--- config.mk ---
export PLATFORM = sky130hd
export DESIGN_NAME = star_cif_tokenizer_unit
export DESIGN_NICKNAME = d
export VERILOG_FILES = /design/src/rtl/core/sct_pkg.sv /design/src/rtl/core/sct_scan.sv /design/src/rtl/core/sct_rsp_queue.sv /design/src/rtl/core/star_cif_tokenizer_unit.sv
export VERILOG_INCLUDE_DIRS = /design/src /design/src/rtl/core
export SDC_FILE = /design/constraint.sdc
export NUM_CORES = 1
export LEC_CHECK = 0
export BUFFER_PORTS_ARGS = -buffer_cell sky130_fd_sc_hd__buf_4
export CORE_ASPECT_RATIO = 0.7
export CORE_MARGIN = 1
export CORE_UTILIZATION = 60
export CTS_CLUSTER_DIAMETER = 150
export CTS_CLUSTER_SIZE = 20
export DETAILED_ROUTE_END_ITERATION = 12
export PLACE_DENSITY = 0.79
export SETUP_SLACK_MARGIN = 0.15
export SKIP_CTS_REPAIR_TIMING = 1
export SLEW_MARGIN = 0
export SYNTH_ARGS = -nofsm -noshare
export SYNTH_HDL_FRONTEND = slang
export SYNTH_SLANG_ARGS = --single-unit
export TNS_END_PERCENT = 1
--- constraint.sdc ---
create_clock -name clock -period 6.79 [get_ports clock]
set_input_delay 0.3395 -clock clock [delete_from_list [all_inputs] [get_ports clock]]
set_output_delay 0.3395 -clock clock [all_outputs]
set_load 0.02 [all_outputs]
--- src/rtl/core/star_cif_tokenizer_unit_macros.svh ---
// assertion helpers for the tokenizer
`ifndef STAR_CIF_TOKENIZER_UNIT_MACROS_SVH
`define STAR_CIF_TOKENIZER_UNIT_MACROS_SVH

// checked only outside reset
`define SCT_ASSERT_ON(label, prop, msg) \
   label: assert property (@(posedge clock) disable iff (reset) prop) else $error(msg);

// checked at every edge, reset included
`define SCT_ASSERT_ALWAYS(label, prop, msg) \
   label: assert property (@(posedge clock) prop) else $error(msg);

`endif

--- src/rtl/core/sct_pkg.sv ---
package sct_pkg;

   typedef enum logic [2:0] {
      MODE_BETWEEN = 3'd0,
      MODE_COMMENT = 3'd1,
      MODE_BARE    = 3'd2,
      MODE_QUOTED  = 3'd3,
      MODE_FIELD   = 3'd4
   } mode_type;

   localparam logic ACT_BYTE = 1'b0;
   localparam logic ACT_END  = 1'b1;

   localparam logic KIND_BYTE = 1'b0;
   localparam logic KIND_END  = 1'b1;

   localparam logic [7:0] CHR_HASH   = 8'h23;
   localparam logic [7:0] CHR_SEMI   = 8'h3B;
   localparam logic [7:0] CHR_DQUOTE = 8'h22;
   localparam logic [7:0] CHR_SQUOTE = 8'h27;
   localparam logic [7:0] CHR_LF     = 8'h0A;
   localparam logic [7:0] CHR_TAB    = 8'h09;
   localparam logic [7:0] CHR_CR     = 8'h0D;
   localparam logic [7:0] CHR_SPACE  = 8'h20;

   // result queue
   localparam int QDEPTH  = 4;
   localparam int QPTR_W  = 2;
   localparam int QCNT_W  = 3;

   typedef struct packed {
      logic       action;
      logic [7:0] text_byte;
   } sct_req_type;

   typedef struct packed {
      logic       kind;
      logic [7:0] token_byte;
      logic       quoted;
      logic       last_of_run;
   } sct_rsp_type;

   // results of one byte step, handed to the queue
   typedef struct packed {
      logic [1:0]             count;
      sct_rsp_type [1:0]      beat;
   } sct_push_type;

   function automatic logic is_ws(input logic [7:0] b);
      return (b == CHR_SPACE) || (b == CHR_TAB) || (b == CHR_CR) || (b == CHR_LF);
   endfunction

endpackage

--- src/rtl/core/sct_scan.sv ---
module sct_scan import sct_pkg::*; (
   input  logic         clock,
   input  logic         reset,
   input  logic         req_valid,
   output logic         req_stall,
   input  sct_req_type  req_data,
   input  logic         space,
   output sct_push_type push
);

   logic        in_valid_ff, in_valid_in;
   sct_req_type in_ff, in_in;

   mode_type mode_ff, mode_in;
   logic     als_ff, als_in;     // at line start
   logic     qd_ff, qd_in;       // quote is double
   logic     qp_ff, qp_in;       // quote pending
   logic     ffb_ff, ffb_in;     // field first byte
   logic     fls_ff, fls_in;     // field line start
   logic     nh_ff, nh_in;       // newline held

   logic       accept, advance;
   logic [7:0] b;
   logic [7:0] qc;
   logic       ws;

   assign advance   = in_valid_ff && space;
   assign req_stall = in_valid_ff && !space;
   assign accept    = req_valid && !req_stall;

   assign b  = in_ff.text_byte;
   assign qc = qd_ff ? CHR_DQUOTE : CHR_SQUOTE;
   assign ws = is_ws(b);

   always_comb begin
      in_in       = in_ff;
      in_valid_in = in_valid_ff;
      if (accept) begin
         in_in       = req_data;
         in_valid_in = 1'b1;
      end else if (advance) begin
         in_valid_in = 1'b0;
      end
   end

   // next state
   always_comb begin
      mode_in = mode_ff;
      als_in  = als_ff;
      qd_in   = qd_ff;
      qp_in   = qp_ff;
      ffb_in  = ffb_ff;
      fls_in  = fls_ff;
      nh_in   = nh_ff;
      if (advance) begin
         if (in_ff.action == ACT_END) begin
            mode_in = MODE_BETWEEN;
            als_in  = 1'b1;
            qd_in   = 1'b0;
            qp_in   = 1'b0;
            ffb_in  = 1'b0;
            fls_in  = 1'b0;
            nh_in   = 1'b0;
         end else begin
            case (mode_ff)
               MODE_COMMENT: begin
                  if (b == CHR_LF) begin
                     mode_in = MODE_BETWEEN;
                     als_in  = 1'b1;
                  end
               end
               MODE_BARE: begin
                  if (ws) begin
                     mode_in = MODE_BETWEEN;
                     als_in  = (b == CHR_LF);
                  end
               end
               MODE_QUOTED: begin
                  if (qp_ff && ws) begin
                     qp_in   = 1'b0;
                     mode_in = MODE_BETWEEN;
                     als_in  = (b == CHR_LF);
                  end else begin
                     qp_in = (b == qc);
                  end
               end
               MODE_FIELD: begin
                  if (nh_ff && b != CHR_SEMI) begin
                     nh_in = 1'b0;
                  end
                  if (fls_ff && b == CHR_SEMI) begin
                     nh_in   = 1'b0;
                     mode_in = MODE_BETWEEN;
                     als_in  = 1'b0;
                  end else begin
                     fls_in = (b == CHR_LF);
                     ffb_in = 1'b0;
                     // leading newline of the field is dropped
                     if (!(ffb_ff && b == CHR_LF) && b == CHR_LF) begin
                        nh_in = 1'b1;
                     end
                  end
               end
               default: begin
                  mode_in = MODE_BETWEEN;
                  if (ws) begin
                     als_in = (b == CHR_LF);
                  end else if (b == CHR_HASH) begin
                     mode_in = MODE_COMMENT;
                  end else if (b == CHR_SEMI && als_ff) begin
                     mode_in = MODE_FIELD;
                     ffb_in  = 1'b1;
                     fls_in  = 1'b0;
                     nh_in   = 1'b0;
                     als_in  = 1'b0;
                  end else if (b == CHR_SQUOTE || b == CHR_DQUOTE) begin
                     mode_in = MODE_QUOTED;
                     qd_in   = (b == CHR_DQUOTE);
                     qp_in   = 1'b0;
                     als_in  = 1'b0;
                  end else begin
                     mode_in = MODE_BARE;
                     als_in  = 1'b0;
                  end
               end
            endcase
         end
      end
   end

   // results of the step
   always_comb begin
      sct_rsp_type [1:0] res;
      logic [1:0]        cnt;
      res = '0;
      cnt = 2'd0;
      if (in_ff.action == ACT_END) begin
         if (mode_ff == MODE_BARE) begin
            res[cnt[0]] = '{kind: KIND_END, token_byte: 8'h00, quoted: 1'b0, last_of_run: 1'b0};
            cnt = cnt + 2'd1;
         end else if (mode_ff == MODE_QUOTED || mode_ff == MODE_FIELD) begin
            res[cnt[0]] = '{kind: KIND_END, token_byte: 8'h00, quoted: 1'b1, last_of_run: 1'b0};
            cnt = cnt + 2'd1;
         end
      end else begin
         case (mode_ff)
            MODE_COMMENT: begin
               cnt = 2'd0;
            end
            MODE_BARE: begin
               if (ws) begin
                  res[cnt[0]] = '{kind: KIND_END, token_byte: 8'h00, quoted: 1'b0,
                                  last_of_run: 1'b0};
               end else begin
                  res[cnt[0]] = '{kind: KIND_BYTE, token_byte: b, quoted: 1'b0,
                                  last_of_run: 1'b0};
               end
               cnt = cnt + 2'd1;
            end
            MODE_QUOTED: begin
               if (qp_ff && ws) begin
                  res[cnt[0]] = '{kind: KIND_END, token_byte: 8'h00, quoted: 1'b1,
                                  last_of_run: 1'b0};
                  cnt = cnt + 2'd1;
               end else begin
                  // held quote turns out to be content
                  if (qp_ff) begin
                     res[cnt[0]] = '{kind: KIND_BYTE, token_byte: qc, quoted: 1'b0,
                                     last_of_run: 1'b0};
                     cnt = cnt + 2'd1;
                  end
                  if (b != qc) begin
                     res[cnt[0]] = '{kind: KIND_BYTE, token_byte: b, quoted: 1'b0,
                                     last_of_run: 1'b0};
                     cnt = cnt + 2'd1;
                  end
               end
            end
            MODE_FIELD: begin
               if (nh_ff && b != CHR_SEMI) begin
                  res[cnt[0]] = '{kind: KIND_BYTE, token_byte: CHR_LF, quoted: 1'b0,
                                  last_of_run: 1'b0};
                  cnt = cnt + 2'd1;
               end
               if (fls_ff && b == CHR_SEMI) begin
                  res[cnt[0]] = '{kind: KIND_END, token_byte: 8'h00, quoted: 1'b1,
                                  last_of_run: 1'b0};
                  cnt = cnt + 2'd1;
               end else if (b != CHR_LF) begin
                  res[cnt[0]] = '{kind: KIND_BYTE, token_byte: b, quoted: 1'b0,
                                  last_of_run: 1'b0};
                  cnt = cnt + 2'd1;
               end
            end
            default: begin
               if (!ws && b != CHR_HASH && !(b == CHR_SEMI && als_ff) &&
                   b != CHR_SQUOTE && b != CHR_DQUOTE) begin
                  res[cnt[0]] = '{kind: KIND_BYTE, token_byte: b, quoted: 1'b0,
                                  last_of_run: 1'b0};
                  cnt = cnt + 2'd1;
               end
            end
         endcase
      end
      if (cnt == 2'd2) begin
         res[1].last_of_run = 1'b1;
      end else if (cnt == 2'd1) begin
         res[0].last_of_run = 1'b1;
      end
      push.beat  = res;
      push.count = advance ? cnt : 2'd0;
   end

   always_ff @(posedge clock) begin
      in_ff <= in_in;
      if (reset) begin
         in_valid_ff <= 1'b0;
         mode_ff     <= MODE_BETWEEN;
         als_ff      <= 1'b1;
         qd_ff       <= 1'b0;
         qp_ff       <= 1'b0;
         ffb_ff      <= 1'b0;
         fls_ff      <= 1'b0;
         nh_ff       <= 1'b0;
      end else begin
         in_valid_ff <= in_valid_in;
         mode_ff     <= mode_in;
         als_ff      <= als_in;
         qd_ff       <= qd_in;
         qp_ff       <= qp_in;
         ffb_ff      <= ffb_in;
         fls_ff      <= fls_in;
         nh_ff       <= nh_in;
      end
   end

endmodule

--- src/rtl/core/sct_rsp_queue.sv ---
module sct_rsp_queue import sct_pkg::*; (
   input  logic                clock,
   input  logic                reset,
   input  sct_push_type        push,
   output logic                space,
   output logic [QCNT_W-1:0]   fill,
   output logic                rsp_valid,
   input  logic                rsp_stall,
   output sct_rsp_type         rsp_data
);

   sct_rsp_type              mem_ff [QDEPTH];
   logic [QPTR_W-1:0]        wptr_ff, wptr_in;
   logic [QPTR_W-1:0]        rptr_ff, rptr_in;
   logic [QCNT_W-1:0]        count_ff, count_in;
   logic                     pop;
   logic [QPTR_W-1:0]        wptr_next;

   assign rsp_valid = (count_ff != '0);
   assign rsp_data  = mem_ff[rptr_ff];
   assign pop       = rsp_valid && !rsp_stall;
   // room for the two beats one byte may cause
   assign space     = (count_ff <= QCNT_W'(QDEPTH - 2));
   assign fill      = count_ff;
   assign wptr_next = wptr_ff + QPTR_W'(1);

   always_comb begin
      wptr_in  = wptr_ff + QPTR_W'(push.count);
      rptr_in  = rptr_ff + QPTR_W'(pop);
      count_in = count_ff + QCNT_W'(push.count) - QCNT_W'(pop);
   end

   always_ff @(posedge clock) begin
      if (push.count != 2'd0) begin
         mem_ff[wptr_ff] <= push.beat[0];
      end
      if (push.count == 2'd2) begin
         mem_ff[wptr_next] <= push.beat[1];
      end
      if (reset) begin
         wptr_ff  <= '0;
         rptr_ff  <= '0;
         count_ff <= '0;
      end else begin
         wptr_ff  <= wptr_in;
         rptr_ff  <= rptr_in;
         count_ff <= count_in;
      end
   end

endmodule

--- src/rtl/core/star_cif_tokenizer_unit.sv ---
// channel   ports                          beat
// --------  -----------------------------  ----------------------------------
// input     req_valid req_stall req_data   action, text_byte
// result    rsp_valid rsp_stall rsp_data   kind, token_byte, quoted, last_of_run
//
// one text byte per cycle unless req_stall holds it: the byte sits in an input register,
// scan logic updates the mode and writes 0..2 result beats into a 4-entry queue
// a byte that yields two beats writes both into the queue at once; they leave on the result side as two beats
// reset (synchronous) empties the queue and returns to between tokens at line start
// req_stall rises only when the queue cannot take two more beats

module star_cif_tokenizer_unit import sct_pkg::*; (
   input  logic        clock,
   input  logic        reset,
   input  logic        req_valid,
   output logic        req_stall,
   input  sct_req_type req_data,
   output logic        rsp_valid,
   input  logic        rsp_stall,
   output sct_rsp_type rsp_data
);

   sct_push_type        push;
   logic                space;
   logic [QCNT_W-1:0]   fill;
   logic                pair_flags_ok;
   logic                single_flag_ok;

   sct_scan u_scan (
      .clock     (clock),
      .reset     (reset),
      .req_valid (req_valid),
      .req_stall (req_stall),
      .req_data  (req_data),
      .space     (space),
      .push      (push)
   );

   sct_rsp_queue u_queue (
      .clock     (clock),
      .reset     (reset),
      .push      (push),
      .space     (space),
      .fill      (fill),
      .rsp_valid (rsp_valid),
      .rsp_stall (rsp_stall),
      .rsp_data  (rsp_data)
   );

   assign pair_flags_ok  = !push.beat[0].last_of_run && push.beat[1].last_of_run;
   assign single_flag_ok = push.beat[0].last_of_run;

`include "star_cif_tokenizer_unit_macros.svh"

   `SCT_ASSERT_ON(a_queue_bound, (fill <= QCNT_W'(QDEPTH)), "result queue overflow")
   `SCT_ASSERT_ON(a_pair_last, (push.count == 2'd2) |-> pair_flags_ok, "bad last flag on pair")
   `SCT_ASSERT_ON(a_single_last, (push.count == 2'd1) |-> single_flag_ok, "lone beat not last")
   `SCT_ASSERT_ALWAYS(a_reset_idle, reset |=> (!req_stall && !rsp_valid), "not idle after reset")

endmodule

After elaboration in Yosys (flattened, before gate mapping):

Memory sizes are Yosys's and may differ from the RTL's. A register that Yosys moved wholly into a read port is not among the register bits.
Index checks and enable logic that the tools add are counted.

* flip-flop bits (word level): 26
* memory bits (writable): 44
* logic and storage cells: 213
* memories: 1

Memories
* u_queue.mem_ff: words 4, width 11, read ports 1, clocked after memory_dff 1, write ports 2, line sct_rsp_queue.sv:12 `sct_rsp_type mem_ff [QDEPTH];`

* add/subtract/negate cells: 7
* order comparisons: 5
* eq/ne operators: 40
* muxes and demuxes: 102
* bitwise operators: 3
* reductions and logical operators: 42

Operators by type and width (number)
* 11-bit 2-to-1 mux: 14
* 22-bit 2-to-1 mux: 3
* 1-bit 2-to-1 mux: 47
* 22-bit bitwise mux: 2
* 11-bit case mux with 4 select lines: 1
* 8-bit by 6-bit equality test with 1-bit output, second input constant: 5
* 8-bit by 6-bit != test with 1-bit output, second input constant: 4
* 6-bit AND reduction: 5
* 3-bit 2-to-1 mux: 9
* 2-bit 2-to-1 mux: 13
* 8-bit by 4-bit equality test with 1-bit output, second input constant: 3
* 11-bit demux with 1-bit select: 2
* 11-bit case mux with 2 select lines: 1
* 3-bit by 2-bit != test with 1-bit output, second input constant: 7
* 10-bit 2-to-1 mux: 2
* 9-bit by 18-bit AND with 18-bit output: 1
* 18-bit inverter: 1
* 1-bit logical AND: 16
* 2-bit by 1-bit != test with 1-bit output, second input constant: 6
* 3-bit case mux with 4 select lines: 1
* 3-bit by 1-bit != test with 1-bit output, second input constant: 3
* 3-bit nonzero test: 3
* 8-bit equality test: 1
* 8-bit by 4-bit != test with 1-bit output, second input constant: 1
* other kinds (27): 48

Longest topological paths before layout:

Gate-level depths: netlist of run 1.

* depth in word-level cells: 19
* depth in mapped cells: 21
* mapped depth without buffers: 18

By module:

Synthesis of run 1 repeated with hierarchy kept, for this count alone.

* cells, all modules: 366
* area, all modules: 4239.1 um^2

Modules (own cells, without submodules)
* sct_rsp_queue: instances 1, cells an instance 156, area an instance 2558.7 um^2
* sct_scan: instances 1, cells an instance 210, area an instance 1680.4 um^2

Least setup slack after synthesis of run 1:

No wires, ideal clock.

* kind: reg-to-reg
* start: register u_scan.in_ff, in the netlist u_scan.b[7]
* end: register u_queue.count_ff[2], in the netlist u_queue.fill[2]
* library setup time: 0.128 ns
* data arrival time: 3.791 ns
* slack: 2.871 ns
* stages on the path, launching flop included: 21
* buffers on the path: 2
* path through: edfxtp_1 > nor3_2 > and3_1 > clkbuf_1 > inv_1 > ha_1 > nor3b_1 > o21ai_0 > o21a_1 > clkbuf_1 > o31a_1 > or2_1 > nand2_1 > ha_1 > inv_1 > ha_1 > inv_1 > fa_1 > xnor2_1 > xnor2_1 > nor2_1

* longest elaborated chain between the ends: 15
* elaborated cells between the ends (all ways): 38
* those cells by class: 3 x add/sub; 11 x eq/ne; 11 x mux; 13 x reduce/logical

Ends and longest elaborated chain
* start: declaration: line sct_scan.sv:12 `sct_req_type in_ff, in_in;`
* start signal: assignment: line sct_scan.sv:215 `in_ff <= in_in;`
* branches (longest 10 deep; another with 2-bit by 1-bit adder with 2-bit output)
* 2-bit case mux with 4 select lines (*): line sct_scan.sv:146 `case (mode_ff)`
* 2-bit 2-to-1 mux (*): line sct_scan.sv:137 `if (in_ff.action == ACT_END) begin`
* 2-bit 2-to-1 mux (*): line sct_scan.sv:211 `push.count = advance ? cnt : 2'd0;`
* 3-bit by 2-bit adder with 3-bit output (*): line sct_rsp_queue.sv:30 `count_in = count_ff + QCNT_W'(push.count) - QCNT_W'(pop);`
* 3-bit by 1-bit subtractor with 3-bit output (*): line sct_rsp_queue.sv:30
* end signal: assignment: line sct_rsp_queue.sv:47 `count_ff <= count_in;`
* end: declaration: line sct_rsp_queue.sv:15 `logic [QCNT_W-1:0] count_ff, count_in;`

Every way passes the cells marked *. The select of a mux whose other input is x is not followed.
A chain may end at the register's enable or synchronous reset.

Worst setup path in the final report of run 1:

Same ends and word-level chain as after synthesis.

==> summary.md, run 1 <==
### Drt
- 10400 um — final routed wirelength across all metal layers
- 6.66 — per-cell via count in the routed design
- 3411 — Via Count
- 20.3 um — Routed wire per std cell
- 399 — number of DRC markers in iteration 0
- 5 — detailed-router iteration count before antenna repair
- 0 — DRC
- 0 — residual antenna-violating net count after detailed routing

### Worst setup path
- flop — type of element capturing the critical path
- flop — Setup crit start kind
- 7.03 ns — Data required, critical path
- reg -> reg — type of the worst setup path
- 12 — largest driver fanout on the critical path
- 4.64 ns — worst endpoint data arrival time

### Die
- 0.00757 mm^2 — Die Area
- 104 um — overall die width
- 73.1 um — Chip Height
- 0.00688 mm^2 — Core Region
- 63.0% — Initial Utilization
- 26 — number of top-level pins
- 25 — row count

### Synth
- 425 — Post-Synthesis Net Count
- 44.6% — sequential-to-total area share from yosys stat
- 0.00433 mm^2 — Synth Cell Area
- 0 — yosys warns
- 0% — async set or reset register ratio after synthesis
- 10.7 um^2 — syn_area_per_cell
- edfxtp_1 — dominant synthesized flop cell
- 53 — Post-synth EDFFs
- 69 — count of unique library cells instantiated by Yosys
- 70 — total of flip-flops plus latches after synthesis
- 404 — gate count of the mapped netlist

### Global route
- 0 — final global-route overflow total
- 21 — largest net degree at the start of global routing
- 0 — number of antenna violations at the first check in global routing
- 29.6% — GRT Total Usage
- 16900 um — first-pass GRT wire length
- 3175 — vias in the first global route

### Finish
- edfxtp_1 — most common library cell in the layout ignoring fill and taps
- 434 — final net count
- 16.5% — share of final-layout standard cells stronger than drive strength 1
- 0 — ant diodes
- 10.2% — post-synthesis to final-layout area growth
- edfxtp_1 (53), nand2_1 (37), buf_4 (30), nor2_1 (23), mux2i_1 (22) — highest-count cells in the layout ignoring fill and taps

### Status
- finished, final reports clean — status

### Power
- 264 mW/mm^2 — Power Dens Cells
- 1.63 nW — standby leakage power
- 0.00126 W — Design Power
- 0.151 mV — worst vdd ir

### Clock network
- 0.08 ns — post-CTS clock slew at the launch and capture registers of the worst setup and hold paths
- done — TritonCTS clock tree
- 70 — sinks on the clock net
- 3 — Clock H-tree levels
- 2 — maximum number of buffers from clock root to sink
- clkbuf_8 — master cell of the clock root buffer
- 0.35 ns — Clk Latency, worst-skew pair
- 9 — number of CTS-inserted buffers

### STA
- 34.3% — headroom to the max-slew limit
- no — unrepaired setup endpoints after global routing
- 0 ns — final total negative setup slack
- 64.8% — final worst path period share
- 0.983 ns — measured slew at the worst slew-check pin
- 0 — Max Transition Viols Final
- 0.160 ns — tightest hold margin
- 227 MHz — Fmax achieved
- 0.00960 ns — Layout Skew
- 4.40 ns — minimum clock period
- 0 — number of hold violations in the final report
- 0 — setup violation total in the final timing report

### Placement
- 7570 um — half-perimeter wire length after detailed placement
- 25 — number of buffer cells added on primary ports
- 0.989 — final weighted congestion in routability-driven placement

### Min path
- in -> reg — Hold Path Class

### Job
- 0 — max-cap violations

synth_stat cells (3+ instances only):
library cell  number  area (um^2)
nor3b_1            4         30.0
buf_2             13         65.1
nor4b_1            3         26.3
inv_1              8         30.0
nor4_1             5         31.3
mux2i_1           22          220
o21ai_0           15         75.1
or3_1              4         25.0
and4_1             3         26.3
nor3_1            11         55.1
nand4_1           14         87.6
nand2_1           37          139
o21ai_1            3         15.0
or4_1              5         37.5
o22ai_1            6         37.5
o2111ai_1         12          105
ha_1               7         87.6
nor2b_1           10         62.6
o21a_1             5         37.5
edfxtp_1          53         1590
nor2_1            23         86.3
o31ai_1            3         22.5
nand3_1            6         30.0
and2_1             5         31.3
a31oi_1            5         31.3
nand2b_1           6         37.5
and3_1             5         31.3
clkbuf_1          16         60.1
xnor2_1            5         43.8
mux4_2            11          248
dfxtp_1           17          340
o211ai_1           6         45.0
a21oi_1           11         55.1
power by group:
group | internal [W] | switching, W
combinational | 0.000153 | 0.000151
sequential | 0.000496 | 0.0000550
clock | 0.000246 | 0.000162
final cells by class:
cell class | count | area [um^2]
repair buffers | 30 | 225
clock buffers | 11 | 131
multi-input cells | 292 | 2220
inverters | 10 | 38.8
fillers | 511 | 2110
flip-flops and latches | 70 | 1930
clock inverters | 5 | 108
well taps | 94 | 118
cell families after synthesis:
kind of cell               share of synthesized area [%]
xor gates and xnor gates                            1.01
adders and majority gates                           2.71
and+or+nand+nor                                     22.3
muxes                                               10.8
AOI/OAI and AO/OA                                   14.4
buffers and inverters                               4.13
DFF                                                 44.6
per-stage QoR:
step | util [%] | area (um^2) | setup WS (ns) | std cells
2_1_floorplan | - | 4330 | 2.87 | 404
3_3_place_gp | 65.9 | 4540 | 2.62 | 496
3_5_place_dp | 65.9 | 4540 | 2.42 | 496
4_1_cts | 69.4 | 4780 | 2.42 | 512
5_1_grt | 69.4 | 4780 | 2.05 | 512
6_report | 69.4 | 4780 | 2.39 | 512
layer usage:
metal | up-vias | part of all wire [%] | track usage (%)
met5 | - | 0 | 0
met4 | 0 | 1.6 | 11.0
met3 | 20 | 8.1 | 6.61
met2 | 193 | 44 | 44.7
met1 | 1612 | 46 | 42.0
li1 | 1586 | - | -
registers in the layout, summed over array words and instances (netlist names), 2 cells and up:
register / count
u_queue.mem_ff: 44
u_scan.b: 8
u_queue.fill: 3
u_scan.mode_ff: 3
u_queue.rptr_ff: 2
u_queue.wptr_ff: 2
worst paths after layout:
check                             startpoint               to  slack (ns)  depth (start not counted)
worst min register to register  u_scan.nh_ff     u_scan.nh_ff        0.50                          1
worst min-delay path             req_data[4]      u_scan.b[4]        0.16                          1
worst max register to register   u_scan.b[7]  u_queue.fill[2]        2.39                         18
worst max-delay path             u_scan.b[7]  u_queue.fill[2]        2.39                         18
critical path: stages (launching register included):
cell and delay (ns):
edfxtp_1 0.62, nor3_2 0.45, and3_1 0.40, inv_1 0.13, ha_1 0.29, nor3b_1 0.16
o21ai_0 0.10, o21a_1 0.25, o31a_1 0.38, or2_1 0.26, nand2_1 0.08, ha_1 0.23
inv_1 0.06, ha_1 0.13, inv_1 0.05, fa_1 0.37, xnor2_1 0.17, xnor2_1 0.13
nor2_1 0.05
Power figures use the tool's default switching activity.
==> inputs of run 2 (changes only) <==
clock period = 4.3 ns   (was 6.79 ns; I/O delays follow)
==> run 2 against run 1 <==
Compared with the run above: routed wire length shrank 1.4%; die area is the same; cell count grew 2.1%; critical path type unchanged; largest cell class unchanged; largest power group unchanged.
==> summary.md, run 2 (synthesis results as in run 1) <==
### Finish
- 19.3% — share of final-layout standard cells stronger than drive strength 1
- edfxtp_1 (53), buf_4 (41), nand2_1 (37), nor2_1 (22), mux2i_1 (22) — highest-count cells in the layout ignoring fill and taps
- 0 — ant diodes
- 445 — final net count
- edfxtp_1 — most common library cell in the layout ignoring fill and taps
- 44 — number of flip-flops in the largest register
- u_queue.mem_ff — top register by number of flip-flops
- 11.8% — post-synthesis to final-layout area growth

### Drt
- 6.65 — per-cell via count in the routed design
- 0 — residual antenna-violating net count after detailed routing
- 421 — number of DRC markers in iteration 0
- 10200 um — final routed wirelength across all metal layers
- 19.6 um — Routed wire per std cell
- 0 — DRC
- 7 — detailed-router iteration count before antenna repair
- 3476 — Via Count

### Placement
- 25 — number of buffer cells added on primary ports
- 0.367 ns — minimum setup slack after placement
- 7560 um — half-perimeter wire length after detailed placement
- 0.924 — final weighted congestion in routability-driven placement

### Die
- 104 um — overall die width
- 73.1 um — Chip Height
- 26 — number of top-level pins
- 63.0% — Initial Utilization
- 25 — row count
- 0.00757 mm^2 — Die Area
- 0.00688 mm^2 — Core Region

### STA
- 38.6% — headroom to the max-slew limit
- 3.85 ns — minimum clock period
- 0 — Max Transition Viols Final
- 0.0150 ns — Layout Skew
- 260 MHz — Fmax achieved
- 0 ns — final total negative setup slack
- 0 — number of hold violations in the final report
- 0.452 ns — smallest setup slack after layout
- 89.5% — final worst path period share
- 0.917 ns — measured slew at the worst slew-check pin
- 0 — setup violation total in the final timing report
- no — unrepaired setup endpoints after global routing

### Clock network
- 0.08 ns — post-CTS clock slew at the launch and capture registers of the worst setup and hold paths
- 70 — sinks on the clock net
- clkbuf_8 — master cell of the clock root buffer
- 0.35 ns — Clk Latency, worst-skew pair
- 3 — Clock H-tree levels
- 2 — maximum number of buffers from clock root to sink
- 9 — number of CTS-inserted buffers
- done — TritonCTS clock tree

### Global route
- 0 — number of antenna violations at the first check in global routing
- 21 — largest net degree at the start of global routing
- 16600 um — first-pass GRT wire length
- 0 — final global-route overflow total
- 29.1% — GRT Total Usage
- 3151 — vias in the first global route

### Power
- 1.67 nW — standby leakage power
- 0.195 mV — worst vdd ir
- 399 mW/mm^2 — Power Dens Cells

### Job
- 0 — max-cap violations

### Worst setup path
- 4.08 ns — worst endpoint data arrival time
- 0.45 ns — setup slack, reg-to-reg
- reg -> reg — type of the worst setup path
- u_scan.b[1] — worst setup path start
- 4.54 ns — Data required, critical path
- flop — type of element capturing the critical path
- 18 — largest driver fanout on the critical path
- u_scan.b[1] — reg-to-reg startpoint
- flop — Setup crit start kind

### Min path
- in -> reg — Hold Path Class
- req_data[8] — Worst Hold Launch

### Status
- finished, final reports clean — status

run 2: power breakdown:
group | leakage, nW | switching (W) | total (W) | internal (W)
sequential | 0.630 | 0.0000696 | 0.000852 | 0.000783
clock | 0.110 | 0.000252 | 0.000578 | 0.000327
combinational | 0.931 | 0.000254 | 0.000503 | 0.000249
run 2: area by class of cell:
class / instances / area, um^2
Clock inverter: 6 / 87.6
Timing Repair Buffer: 41 / 308
Clock buffer: 10 / 128
Sequential cell: 70 / 1930
Multi-Input combinational cell: 292 / 2230
Tap cell: 94 / 118
Fill cell: 531 / 2040
Inverter: 10 / 38.8
run 2: per-layer routing:
| metal | track usage [%] | part of all wire [%] | vias up |
|---|---|---|---|
| met2 | 46.0 | 46 | 168 |
| met3 | 5.80 | 8.6 | 16 |
| li1 | - | - | 1617 |
| met1 | 41.2 | 44 | 1675 |
| met5 | 0 | 0 | - |
| met4 | 8.21 | 1.4 | 0 |
run 2: through the flow:
stage          utilization, %  hold WS, ns  area (um^2)  total power (W)  cells
2_1_floorplan               -        0.314         4330          0.00121    404
3_3_place_gp             67.1        0.394         4620          0.00136    507
3_5_place_dp             67.1        0.395         4620          0.00137    507
4_1_cts                  70.3       0.0236         4830          0.00194    523
5_1_grt                  70.4       0.0198         4840          0.00202    523
6_report                 70.4       0.0373         4840          0.00193    523
run 2: path summary, 6_finish.rpt:
kind,end,cells after the start
min reg2reg,u_scan.nh_ff,1
max reg2reg,u_queue.fill[2],14
max,u_queue.fill[2],14
min,u_scan.in_ff[8],1
run 2: critical path, cell delays in order (launching register included):
cell and delay (ns):
edfxtp_1 0.51, and3b_4 0.27, o211a_1 0.28, o41ai_4 0.88, o31a_1 0.35, or2_1 0.14
nand2_1 0.06, ha_1 0.28, inv_1 0.05, ha_1 0.13, inv_1 0.05, fa_1 0.37
xnor2_1 0.17, xnor2_1 0.13, nor2_1 0.05
